## config.mk

```make
export PLATFORM = sky130hd
export DESIGN_NAME = utf16_to_utf8_encoder_flat
export DESIGN_NICKNAME = d
export VERILOG_FILES = /design/src/design/u16e_pkg.sv /design/src/design/u16e_if.sv /design/src/design/u16e_front.sv /design/src/design/u16e_queue.sv /design/src/design/u16e_back.sv /design/src/design/utf16_to_utf8_encoder.sv /design/src/flat_wrapper.sv
export SDC_FILE = /design/constraint.sdc
export NUM_CORES = 1
export LEC_CHECK = 0
export BUFFER_PORTS_ARGS = -buffer_cell sky130_fd_sc_hd__buf_2
export CAP_MARGIN = 20
export CORE_UTILIZATION = 56
export CTS_CLUSTER_DIAMETER = 200
export DETAILED_ROUTE_END_ITERATION = 7
export PLACE_DENSITY = 0.76
export REMOVE_ABC_BUFFERS = 1
export SETUP_SLACK_MARGIN = 0.4
export SLEW_MARGIN = 25
export SYNTH_ARGS = -nofsm -noshare
export SYNTH_HDL_FRONTEND = slang
export SYNTH_HIERARCHICAL = 1
export SYNTH_SLANG_ARGS = --single-unit
```

## constraint.sdc

```tcl
create_clock -name i_clk -period 3.5 [get_ports i_clk]
set_input_delay 0.175 -clock i_clk [delete_from_list [all_inputs] [get_ports i_clk]]
set_output_delay 0.175 -clock i_clk [all_outputs]
set_load 0.01 [all_outputs]
```

## src/design/u16e_pkg.sv

```systemverilog
// shared types, constants and helper functions for the utf-16 to utf-8 encoder
// no dependencies
`default_nettype none

package u16e_pkg;

    // default depth of the job queue between front and back
    localparam int QUEUE_DEPTH_DEF = 4;

    localparam int UNIT_W = 16;
    localparam int BYTE_W = 8;

    // surrogate tags held in the top six bits of a unit
    localparam logic [5:0] HIGH_SUR_TAG = 6'b110110;  // 0xd800..0xdbff
    localparam logic [5:0] LOW_SUR_TAG  = 6'b110111;  // 0xdc00..0xdfff

    localparam logic [20:0] SUPP_BASE = 21'h10000;

    localparam logic [BYTE_W-1:0] REPL_B0   = 8'hEF;
    localparam logic [BYTE_W-1:0] REPL_B1   = 8'hBF;
    localparam logic [BYTE_W-1:0] REPL_B2   = 8'hBD;
    localparam logic [BYTE_W-1:0] LEAD_4    = 8'hF0;
    localparam logic [BYTE_W-1:0] LEAD_3    = 8'hE0;
    localparam logic [BYTE_W-1:0] LEAD_2    = 8'hC0;
    localparam logic [BYTE_W-1:0] CONT_MARK = 8'h80;

    localparam logic [2:0] REPL_LEN = 3'd3;

    // one classified unit: optional replacement prefix, then up to four bytes
    typedef struct packed {
        logic                   repl;    // emit ef bf bd first
        logic                   eos;     // main byte is the terminator
        logic [2:0]             main_n;  // number of main bytes, 0..4
        logic [3:0][BYTE_W-1:0] bytes;   // main bytes, index 0 first
    } t_job;

    // queue status seen by both sides
    typedef struct packed {
        logic full;
        logic empty;
    } t_q_stat;

    function automatic logic [BYTE_W-1:0] repl_byte(input logic [1:0] idx);
        logic [BYTE_W-1:0] b;
        case (idx)
            2'd0:    b = REPL_B0;
            2'd1:    b = REPL_B1;
            default: b = REPL_B2;
        endcase
        return b;
    endfunction

endpackage

`default_nettype wire

```

## src/design/u16e_if.sv

```systemverilog
// stream interfaces for code units in and utf-8 bytes out
// depends on u16e_pkg
`default_nettype none

interface u16e_unit_if;
    logic                         valid;
    logic                         ready;
    logic [u16e_pkg::UNIT_W-1:0]  code_unit;

    modport source (output valid, output code_unit, input ready);
    modport sink   (input valid, input code_unit, output ready);
endinterface

interface u16e_byte_if;
    logic                         valid;
    logic                         ready;
    logic [u16e_pkg::BYTE_W-1:0]  out_byte;
    logic                         last_of_run;
    logic                         end_of_string;

    modport source (output valid, output out_byte, output last_of_run,
                    output end_of_string, input ready);
    modport sink   (input valid, input out_byte, input last_of_run,
                    input end_of_string, output ready);
endinterface

`default_nettype wire

```

## src/design/u16e_front.sv

```systemverilog
// front end: accepts code units, tracks the pending high surrogate, builds jobs
// depends on u16e_pkg and u16e_if
`default_nettype none

module u16e_front (
    input  wire              i_clk,
    input  wire              i_rst_n,
    u16e_unit_if.sink        i_unit,
    input  u16e_pkg::t_q_stat i_q_stat,
    output logic             o_push,
    output u16e_pkg::t_job   o_job
);

    logic        r_pend;
    logic [9:0]  r_pend_bits;
    logic        n_pend;
    logic [9:0]  n_pend_bits;

    logic [15:0] u;
    logic        is_high;
    logic        is_low;
    logic        pair;
    logic        accept;
    logic [20:0] cp;
    u16e_pkg::t_job job;

    assign u       = i_unit.code_unit;
    assign is_high = (u[15:10] == u16e_pkg::HIGH_SUR_TAG);
    assign is_low  = (u[15:10] == u16e_pkg::LOW_SUR_TAG);
    assign pair    = r_pend && is_low;
    assign cp      = u16e_pkg::SUPP_BASE + {1'b0, r_pend_bits, u[9:0]};

    assign i_unit.ready = !i_q_stat.full;
    assign accept       = i_unit.valid && !i_q_stat.full;

    always_comb begin
        job        = '0;
        job.repl   = r_pend && !is_low;
        n_pend      = 1'b0;
        n_pend_bits = u[9:0];
        if (pair) begin
            job.main_n   = 3'd4;
            job.bytes[0] = u16e_pkg::LEAD_4 | {5'd0, cp[20:18]};
            job.bytes[1] = u16e_pkg::CONT_MARK | {2'd0, cp[17:12]};
            job.bytes[2] = u16e_pkg::CONT_MARK | {2'd0, cp[11:6]};
            job.bytes[3] = u16e_pkg::CONT_MARK | {2'd0, cp[5:0]};
        end else if (u == '0) begin
            job.main_n = 3'd1;
            job.eos    = 1'b1;
        end else if (u[15:7] == '0) begin
            job.main_n   = 3'd1;
            job.bytes[0] = u[7:0];
        end else if (u[15:11] == '0) begin
            job.main_n   = 3'd2;
            job.bytes[0] = u16e_pkg::LEAD_2 | {3'd0, u[10:6]};
            job.bytes[1] = u16e_pkg::CONT_MARK | {2'd0, u[5:0]};
        end else if (is_high) begin
            n_pend = 1'b1;
        end else if (is_low) begin
            // stray low surrogate
            job.main_n   = u16e_pkg::REPL_LEN;
            job.bytes[0] = u16e_pkg::REPL_B0;
            job.bytes[1] = u16e_pkg::REPL_B1;
            job.bytes[2] = u16e_pkg::REPL_B2;
        end else begin
            job.main_n   = 3'd3;
            job.bytes[0] = u16e_pkg::LEAD_3 | {4'd0, u[15:12]};
            job.bytes[1] = u16e_pkg::CONT_MARK | {2'd0, u[11:6]};
            job.bytes[2] = u16e_pkg::CONT_MARK | {2'd0, u[5:0]};
        end
    end

    assign o_job  = job;
    assign o_push = accept && (job.repl || (job.main_n != 3'd0));

    always_ff @(posedge i_clk) begin
        if (!i_rst_n) begin
            r_pend      <= 1'b0;
            r_pend_bits <= '0;
        end else if (accept) begin
            r_pend      <= n_pend;
            r_pend_bits <= n_pend ? n_pend_bits : '0;
        end
    end

endmodule

`default_nettype wire

```

## src/design/u16e_queue.sv

```systemverilog
// small job queue between front and back, first word visible at the head
// depends on u16e_pkg
`default_nettype none

module u16e_queue #(
    parameter int DEPTH = u16e_pkg::QUEUE_DEPTH_DEF
) (
    input  wire                i_clk,
    input  wire                i_rst_n,
    input  wire                i_push,
    input  u16e_pkg::t_job     i_job,
    input  wire                i_pop,
    output u16e_pkg::t_job     o_head,
    output u16e_pkg::t_q_stat  o_stat
);

    localparam int PW = (DEPTH > 1) ? $clog2(DEPTH) : 1;
    localparam int CW = $clog2(DEPTH + 1);

    u16e_pkg::t_job r_mem [DEPTH];
    logic [PW-1:0]  r_wr_ptr;
    logic [PW-1:0]  r_rd_ptr;
    logic [CW-1:0]  r_count;
    logic           do_push;
    logic           do_pop;

    assign o_stat.full  = (r_count == CW'(DEPTH));
    assign o_stat.empty = (r_count == '0);
    assign do_push      = i_push && !o_stat.full;
    assign do_pop       = i_pop && !o_stat.empty;
    assign o_head       = r_mem[r_rd_ptr];

    always_ff @(posedge i_clk) begin
        if (do_push) begin
            r_mem[r_wr_ptr] <= i_job;
        end
    end

    always_ff @(posedge i_clk) begin
        if (!i_rst_n) begin
            r_wr_ptr <= '0;
            r_rd_ptr <= '0;
            r_count  <= '0;
        end else begin
            if (do_push) begin
                r_wr_ptr <= (r_wr_ptr == PW'(DEPTH - 1)) ? '0 : r_wr_ptr + 1'b1;
            end
            if (do_pop) begin
                r_rd_ptr <= (r_rd_ptr == PW'(DEPTH - 1)) ? '0 : r_rd_ptr + 1'b1;
            end
            case ({do_push, do_pop})
                2'b10:   r_count <= r_count + 1'b1;
                2'b01:   r_count <= r_count - 1'b1;
                default: r_count <= r_count;
            endcase
        end
    end

endmodule

`default_nettype wire

```

## src/design/u16e_back.sv

```systemverilog
// back end: walks the head job one byte per cycle into the output register while o_byte is ready
// depends on u16e_pkg and u16e_if
`default_nettype none

module u16e_back (
    input  wire               i_clk,
    input  wire               i_rst_n,
    input  u16e_pkg::t_job    i_head,
    input  u16e_pkg::t_q_stat i_q_stat,
    output logic              o_pop,
    u16e_byte_if.source       o_byte
);

    logic [2:0]  r_step;
    logic        r_valid;
    logic [7:0]  r_byte;
    logic        r_last;
    logic        r_eos;

    logic        adv;
    logic        load;
    logic [2:0]  pre_n;
    logic [2:0]  total;
    logic [2:0]  main_idx;
    logic        in_repl;
    logic        is_last;
    logic [7:0]  n_byte;

    assign pre_n    = i_head.repl ? u16e_pkg::REPL_LEN : 3'd0;
    assign total    = pre_n + i_head.main_n;
    assign main_idx = r_step - pre_n;
    assign in_repl  = i_head.repl && (r_step < u16e_pkg::REPL_LEN);
    assign is_last  = (r_step == total - 3'd1);
    assign n_byte   = in_repl ? u16e_pkg::repl_byte(r_step[1:0])
                              : i_head.bytes[main_idx[1:0]];

    assign adv   = !r_valid || o_byte.ready;
    assign load  = adv && !i_q_stat.empty;
    assign o_pop = load && is_last;

    always_ff @(posedge i_clk) begin
        if (!i_rst_n) begin
            r_valid <= 1'b0;
            r_step  <= '0;
        end else begin
            if (adv) begin
                r_valid <= !i_q_stat.empty;
            end
            if (load) begin
                r_step <= is_last ? 3'd0 : r_step + 3'd1;
            end
        end
    end

    always_ff @(posedge i_clk) begin
        if (load) begin
            r_byte <= n_byte;
            r_last <= is_last;
            r_eos  <= is_last && i_head.eos;
        end
    end

    assign o_byte.valid         = r_valid;
    assign o_byte.out_byte      = r_byte;
    assign o_byte.last_of_run   = r_last;
    assign o_byte.end_of_string = r_eos;

endmodule

`default_nettype wire

```

## src/design/utf16_to_utf8_encoder.sv

```systemverilog
// top level of the utf-16 to utf-8 encoder: front, job queue and back
// depends on u16e_pkg, u16e_if, u16e_front, u16e_queue and u16e_back
//
//  port      dir  request         fields
//  i_unit    in   one code unit   code_unit[15:0]
//  o_byte    out  one utf-8 byte  out_byte[7:0], last_of_run, end_of_string
//
//  a code unit is accepted in any cycle the job queue has room, so units enter
//  back to back; its bytes leave one per cycle while o_byte is ready, up to six
//  per unit (one byte per cycle on o_byte sets the rate); a held high
//  surrogate yields no output byte; the first byte passes through the queue
//  and then the output register; reset is synchronous and clears the pending
//  surrogate, queue and output register; o_byte stalls back up through the queue
`default_nettype none

module utf16_to_utf8_encoder #(
    parameter int QUEUE_DEPTH = u16e_pkg::QUEUE_DEPTH_DEF
) (
    input  wire          i_clk,
    input  wire          i_rst_n,
    u16e_unit_if.sink    i_unit,
    u16e_byte_if.source  o_byte
);

    // classified job from front to queue
    u16e_pkg::t_job    push_job;
    logic              push;
    // head of queue to back
    u16e_pkg::t_job    head_job;
    logic              pop;
    u16e_pkg::t_q_stat q_stat;

    // front keeps the pending high surrogate and turns units into jobs
    u16e_front u_front (
        .i_clk    (i_clk),
        .i_rst_n  (i_rst_n),
        .i_unit   (i_unit),
        .i_q_stat (q_stat),
        .o_push   (push),
        .o_job    (push_job)
    );

    // decouples unit acceptance from byte output
    u16e_queue #(
        .DEPTH (QUEUE_DEPTH)
    ) u_queue (
        .i_clk   (i_clk),
        .i_rst_n (i_rst_n),
        .i_push  (push),
        .i_job   (push_job),
        .i_pop   (pop),
        .o_head  (head_job),
        .o_stat  (q_stat)
    );

    // back emits replacement prefix then main bytes, one per cycle while o_byte is ready
    u16e_back u_back (
        .i_clk    (i_clk),
        .i_rst_n  (i_rst_n),
        .i_head   (head_job),
        .i_q_stat (q_stat),
        .o_pop    (pop),
        .o_byte   (o_byte)
    );

    // the terminator byte always closes its run
    a_eos_last: assert property (@(posedge i_clk) disable iff (!i_rst_n)
        o_byte.valid && o_byte.end_of_string |-> o_byte.last_of_run)
        else $error("terminator byte not marked last of run");

    // the terminator byte is zero
    a_eos_zero: assert property (@(posedge i_clk) disable iff (!i_rst_n)
        o_byte.valid && o_byte.end_of_string |-> (o_byte.out_byte == 8'h00))
        else $error("terminator byte not zero");

    // every byte before the last of a run belongs to a multi-byte sequence
    a_mid_high: assert property (@(posedge i_clk) disable iff (!i_rst_n)
        o_byte.valid && !o_byte.last_of_run |-> o_byte.out_byte[7])
        else $error("ascii byte inside a multi-byte run");

endmodule

`default_nettype wire
```

## src/flat_wrapper.sv

```systemverilog
// flat-port wrapper written by rule: the top's interface ports become plain ports
module utf16_to_utf8_encoder_flat 
#(
    parameter int QUEUE_DEPTH = u16e_pkg::QUEUE_DEPTH_DEF
)
  (i_clk, i_rst_n, i_unit_valid, i_unit_code_unit, i_unit_ready, o_byte_valid, o_byte_out_byte, o_byte_last_of_run, o_byte_end_of_string, o_byte_ready);
  u16e_unit_if i_unit_i ();
  u16e_byte_if o_byte_i ();
  input  wire i_clk;
  input  wire i_rst_n;
  input wire logic [$bits(i_unit_i.valid)-1:0] i_unit_valid;
  input wire logic [$bits(i_unit_i.code_unit)-1:0] i_unit_code_unit;
  output wire logic [$bits(i_unit_i.ready)-1:0] i_unit_ready;
  output wire logic [$bits(o_byte_i.valid)-1:0] o_byte_valid;
  output wire logic [$bits(o_byte_i.out_byte)-1:0] o_byte_out_byte;
  output wire logic [$bits(o_byte_i.last_of_run)-1:0] o_byte_last_of_run;
  output wire logic [$bits(o_byte_i.end_of_string)-1:0] o_byte_end_of_string;
  input wire logic [$bits(o_byte_i.ready)-1:0] o_byte_ready;
  assign i_unit_i.valid = i_unit_valid;
  assign i_unit_i.code_unit = i_unit_code_unit;
  assign i_unit_ready = i_unit_i.ready;
  assign o_byte_valid = o_byte_i.valid;
  assign o_byte_out_byte = o_byte_i.out_byte;
  assign o_byte_last_of_run = o_byte_i.last_of_run;
  assign o_byte_end_of_string = o_byte_i.end_of_string;
  assign o_byte_i.ready = o_byte_ready;
  utf16_to_utf8_encoder #(.QUEUE_DEPTH(QUEUE_DEPTH)) u_core (.i_clk(i_clk), .i_rst_n(i_rst_n), .i_unit(i_unit_i), .o_byte(o_byte_i));
endmodule
```

==> qor.yml <==
layout:
  final_layout_size_suffix_gt1_share_pct: 25.1
  final_util_pct: 64.6
  antenna_cells: 0
  mostFrequentLayoutCell: "edfxtp_1"
  final_nets: 592
  final_cell_mix: "edfxtp_1 (158), buf_2 (31), nand2_1 (31), mux4_2 (30), nor2_1 (25)"
  area_growth_syn_to_layout_pct: 11.6
  fill_cells: 975
timing:
  setup_viol: 0
  clock_skew_ns: 0.0110
  maxSlewViolCount: 0
  min_period_ns: 3.35
  rsz0062_at_grt: "true"
  hold_viol_final: 0
  fmax_ghz: 0.299
  post-route-period-util_pct: 95.6
  fin_ws_ns: 0.152
  worstMarginPinSlew_ns: 0.763
  slew_headroom_pct: 49.0
power:
  p_clk_share_pct: 34.9
  p_per_area_mw_per_mm2: 556
  p_sw_share_pct: 24.6
  p_sw_mw: 1.24
  combinationalPowerShare_pct: 14.0
  pwr-share-seq_pct: 51.1
  leakage_nw: 3.09
  peakVddDrop_uv: 367
  internal_power_mw: 3.79
critical_path:
  crit_path_max_fanout: 4
  crit_chain: "mux4_2 -> inv_2 -> ha_4 -> inv_4 -> ha_4 -> xor2_1 -> xnor2_1 -> nor3_4 -> o31ai_2 -> inv_1 -> ha_2 -> inv_1 -> fa_2 -> xor2_1 -> or3_1 -> a21boi_1"
  end_kind: "flop"
  cpMaxStageDelayCell: "mux4_2"
  path_buf_inv: 4
  worst-setup-path-type: "flop to flop"
  worstPathArrival_ns: 3.71
  start_kind: "flop"
  required_ns: 3.86
  cp_top_family: "adder cells"
  critPathMaxStageDelay_ns: 0.53
yosys:
  netlist_area_mm2: 0.00810
  synth_cells: 509
  ys_seq_elements: 182
  synth_edf_count: 158
  synth_fa_ha_area_share_pct: 2.57
  synth-simple-area-share_pct: 8.38
  synthArstFlopShare_pct: 0
  synth_xor_area_share_pct: 1.27
  ys_seq_area_share_pct: 64.5
  synth_cell_type_count: 62
  ys_warn_count: 6
  synth-compound-area-share_pct: 6.44
  synth_top_family_by_area: "multiplexers"
  synth.area.mux_share_pct: 12.8
  ys.flop_type: "edfxtp_1"
  syn_avg_cell_area_um2: 15.9
route:
  wire_per_inst_um: 20.8
  drt.antenna.violating_nets: 0
  remaining_drc_errors: 0
  vias: 4562
  vias_per_cell: 6.09
  drt_first_pass_iters: 6
  totalWireLength_mm: 15.6
  drt-initial-drc-count: 437
hold_path:
  hold_path_class: "primary input to flop"
grt:
  antenna_found_initial: 0
  grt_util_all_layers_pct: 23.0
  grt_pass1_vias: 4628
  grt_max_degree: 38
  gr-total-overflow: 0
  grt_pass1_wl_mm: 24.5
clocking:
  path_clk_slew_ns: 0.07
  holdBufCountCts: 0
  cts_buffers: 17
  h-tree-depth: 4
  cts-root-buf: "clkbuf_16"
  cts_tree: "yes"
  cts_sinks: 182
  clk-insertion-delay-late_ns: 0.43
  cts_buffer_depth: 2
floorplanning:
  dieArea_mm2: 0.0149
  start_util_pct: 57.9
  core_area_mm2: 0.0140
  pin_count: 32
  die_x_um: 122
  die_h_um: 122
  num_rows: 43
placement:
  port_buffers: 31
  post-place-ws_ns: -0.164
  hpwl_mm: 9.60
  gp_congestion: 0.879
status:
  status: "finished, final reports clean"
job:
  cap_violations: 0
## metal layers
metal  part of all wire (%)  routed length, um  vias up  GRT usage (%)
li1                       -                  -     2052              -
met1                     41               6460     2293           30.4
met2                     50               7800      193           37.5
met3                    6.6               1030       24           4.74
met4                    1.8                278        0           9.38
met5                      0                  0        -              0
## path summary, 6_finish.rpt
path                                         startpoint                                    endpoint  slack [ns]  cells after the start
max                                                flop      u_core/u_queue/r_count[2]$_SDFFE_PN0P_        0.15                     16
min                                 i_unit_code_unit[2]  u_core/u_front/r_pend_bits[2]$_SDFFE_PN0P_        0.07                      3
max reg2reg                                        flop      u_core/u_queue/r_count[2]$_SDFFE_PN0P_        0.15                     16
min reg2reg  u_core/u_front/r_pend_bits[1]$_SDFFE_PN0P_  u_core/u_front/r_pend_bits[1]$_SDFFE_PN0P_        0.47                      2
## sequential cells by signal, summed over array words and instances, names as in the netlist, named ones only
name	count
u_core/u_queue/r_mem	148
u_core/u_front/r_pend_bits	10
u_core/u_back/o_byte.out_byte	8
u_core/u_back/r_step	3
u_core/u_queue/r_count	3
u_core/u_queue/r_rd_ptr	2
u_core/u_queue/r_wr_ptr	2
u_core/u_back/o_byte.end_of_string	1
u_core/u_back/o_byte.last_of_run	1
u_core/u_back/o_byte.valid	1
u_core/u_front/r_pend	1
## cell type report
cell class,count,area (um^2),area share [%]
Sequential cell,182,5230,57.9
Multi-Input combinational cell,278,2620,29.0
Clock buffer,20,437,4.83
Timing Repair Buffer,53,324,3.59
Tap cell,180,225,2.49
Clock inverter,12,105,1.16
Inverter,24,92.6,1.03
## per-stage QoR
stage | hold slack (ns) | area [um^2] | total power, mW | std cells | setup TNS [ns]
finish | 0.0708 | 9030 | 5.02 | 749 | 0
global route | 0.0812 | 9030 | 5.20 | 749 | 0
CTS | 0.0683 | 9020 | 5.04 | 748 | 0
detailed placement | 0.460 | 8380 | 3.29 | 711 | -0.164
global placement | 0.448 | 8380 | 3.26 | 711 | 0
floorplan | 0.293 | 7880 | 3.03 | 484 | -6.58
## cells by family (layout without fill, tap and decap cells)
| logic type | after synthesis | count (layout) |
|---|---|---|
| xor+xnor | 10 | 10 |
| simple gates | 119 | 119 |
| buf+inv | 51 | 109 |
| other cells | 1 | 3 |
| compound gates | 75 | 75 |
| flops | 182 | 182 |
| fa+ha+maj | 16 | 16 |
| mux | 55 | 55 |
## synthesized netlist by cell type, drive strengths merged, types with 5 or more instances
master  count  area, um^2
xnor2       5        43.8
mux4       37         860
dfxtp      24         480
nor3        7        45.0
inv        24        90.1
mux2i      18         180
nand3      16        92.6
edfxtp    158        4740
nor2       27         111
ha         15         188
nand2      32         120
a22oi      13        97.6
a21oi      13        65.1
clkbuf      5        20.0
nor2b       6        45.0
and2       14        87.6
a21boi     16         120
buf        22         208
o21ai      11        55.1
## worst register-to-register path, cell delays in order (launching register included)
cell	delay (ns)
dfxtp_4	0.38
mux4_2	0.53
inv_2	0.10
ha_4	0.21
inv_4	0.06
ha_4	0.13
xor2_1	0.20
xnor2_1	0.16
nor3_4	0.18
o31ai_2	0.11
inv_1	0.07
ha_2	0.17
inv_1	0.05
fa_2	0.33
xor2_1	0.15
or3_1	0.32
a21boi_1	0.14
## power groups by stage
| stage | combinational [mW] | clock [mW] | sequential (mW) |
|---|---|---|---|
| after CTS | 0.702 | 1.77 | 2.57 |
| after floorplan | 0.406 | 0 | 2.62 |
| after detailed placement | 0.679 | 0 | 2.61 |
| final | 0.704 | 1.75 | 2.57 |
| after global placement | 0.659 | 0 | 2.60 |
| after global routing | 0.770 | 1.85 | 2.58 |
## repair_timing
| item | in CTS | in global routing |
|---|---|---|
| pin swaps | 3 | 1 |
| setup endpoints to repair | 2 | 2 |
| resized for setup | 17 | 2 |
| setup buffers | 5 | 1 |
No activity file was read; power rests on OpenSTA's default activity.
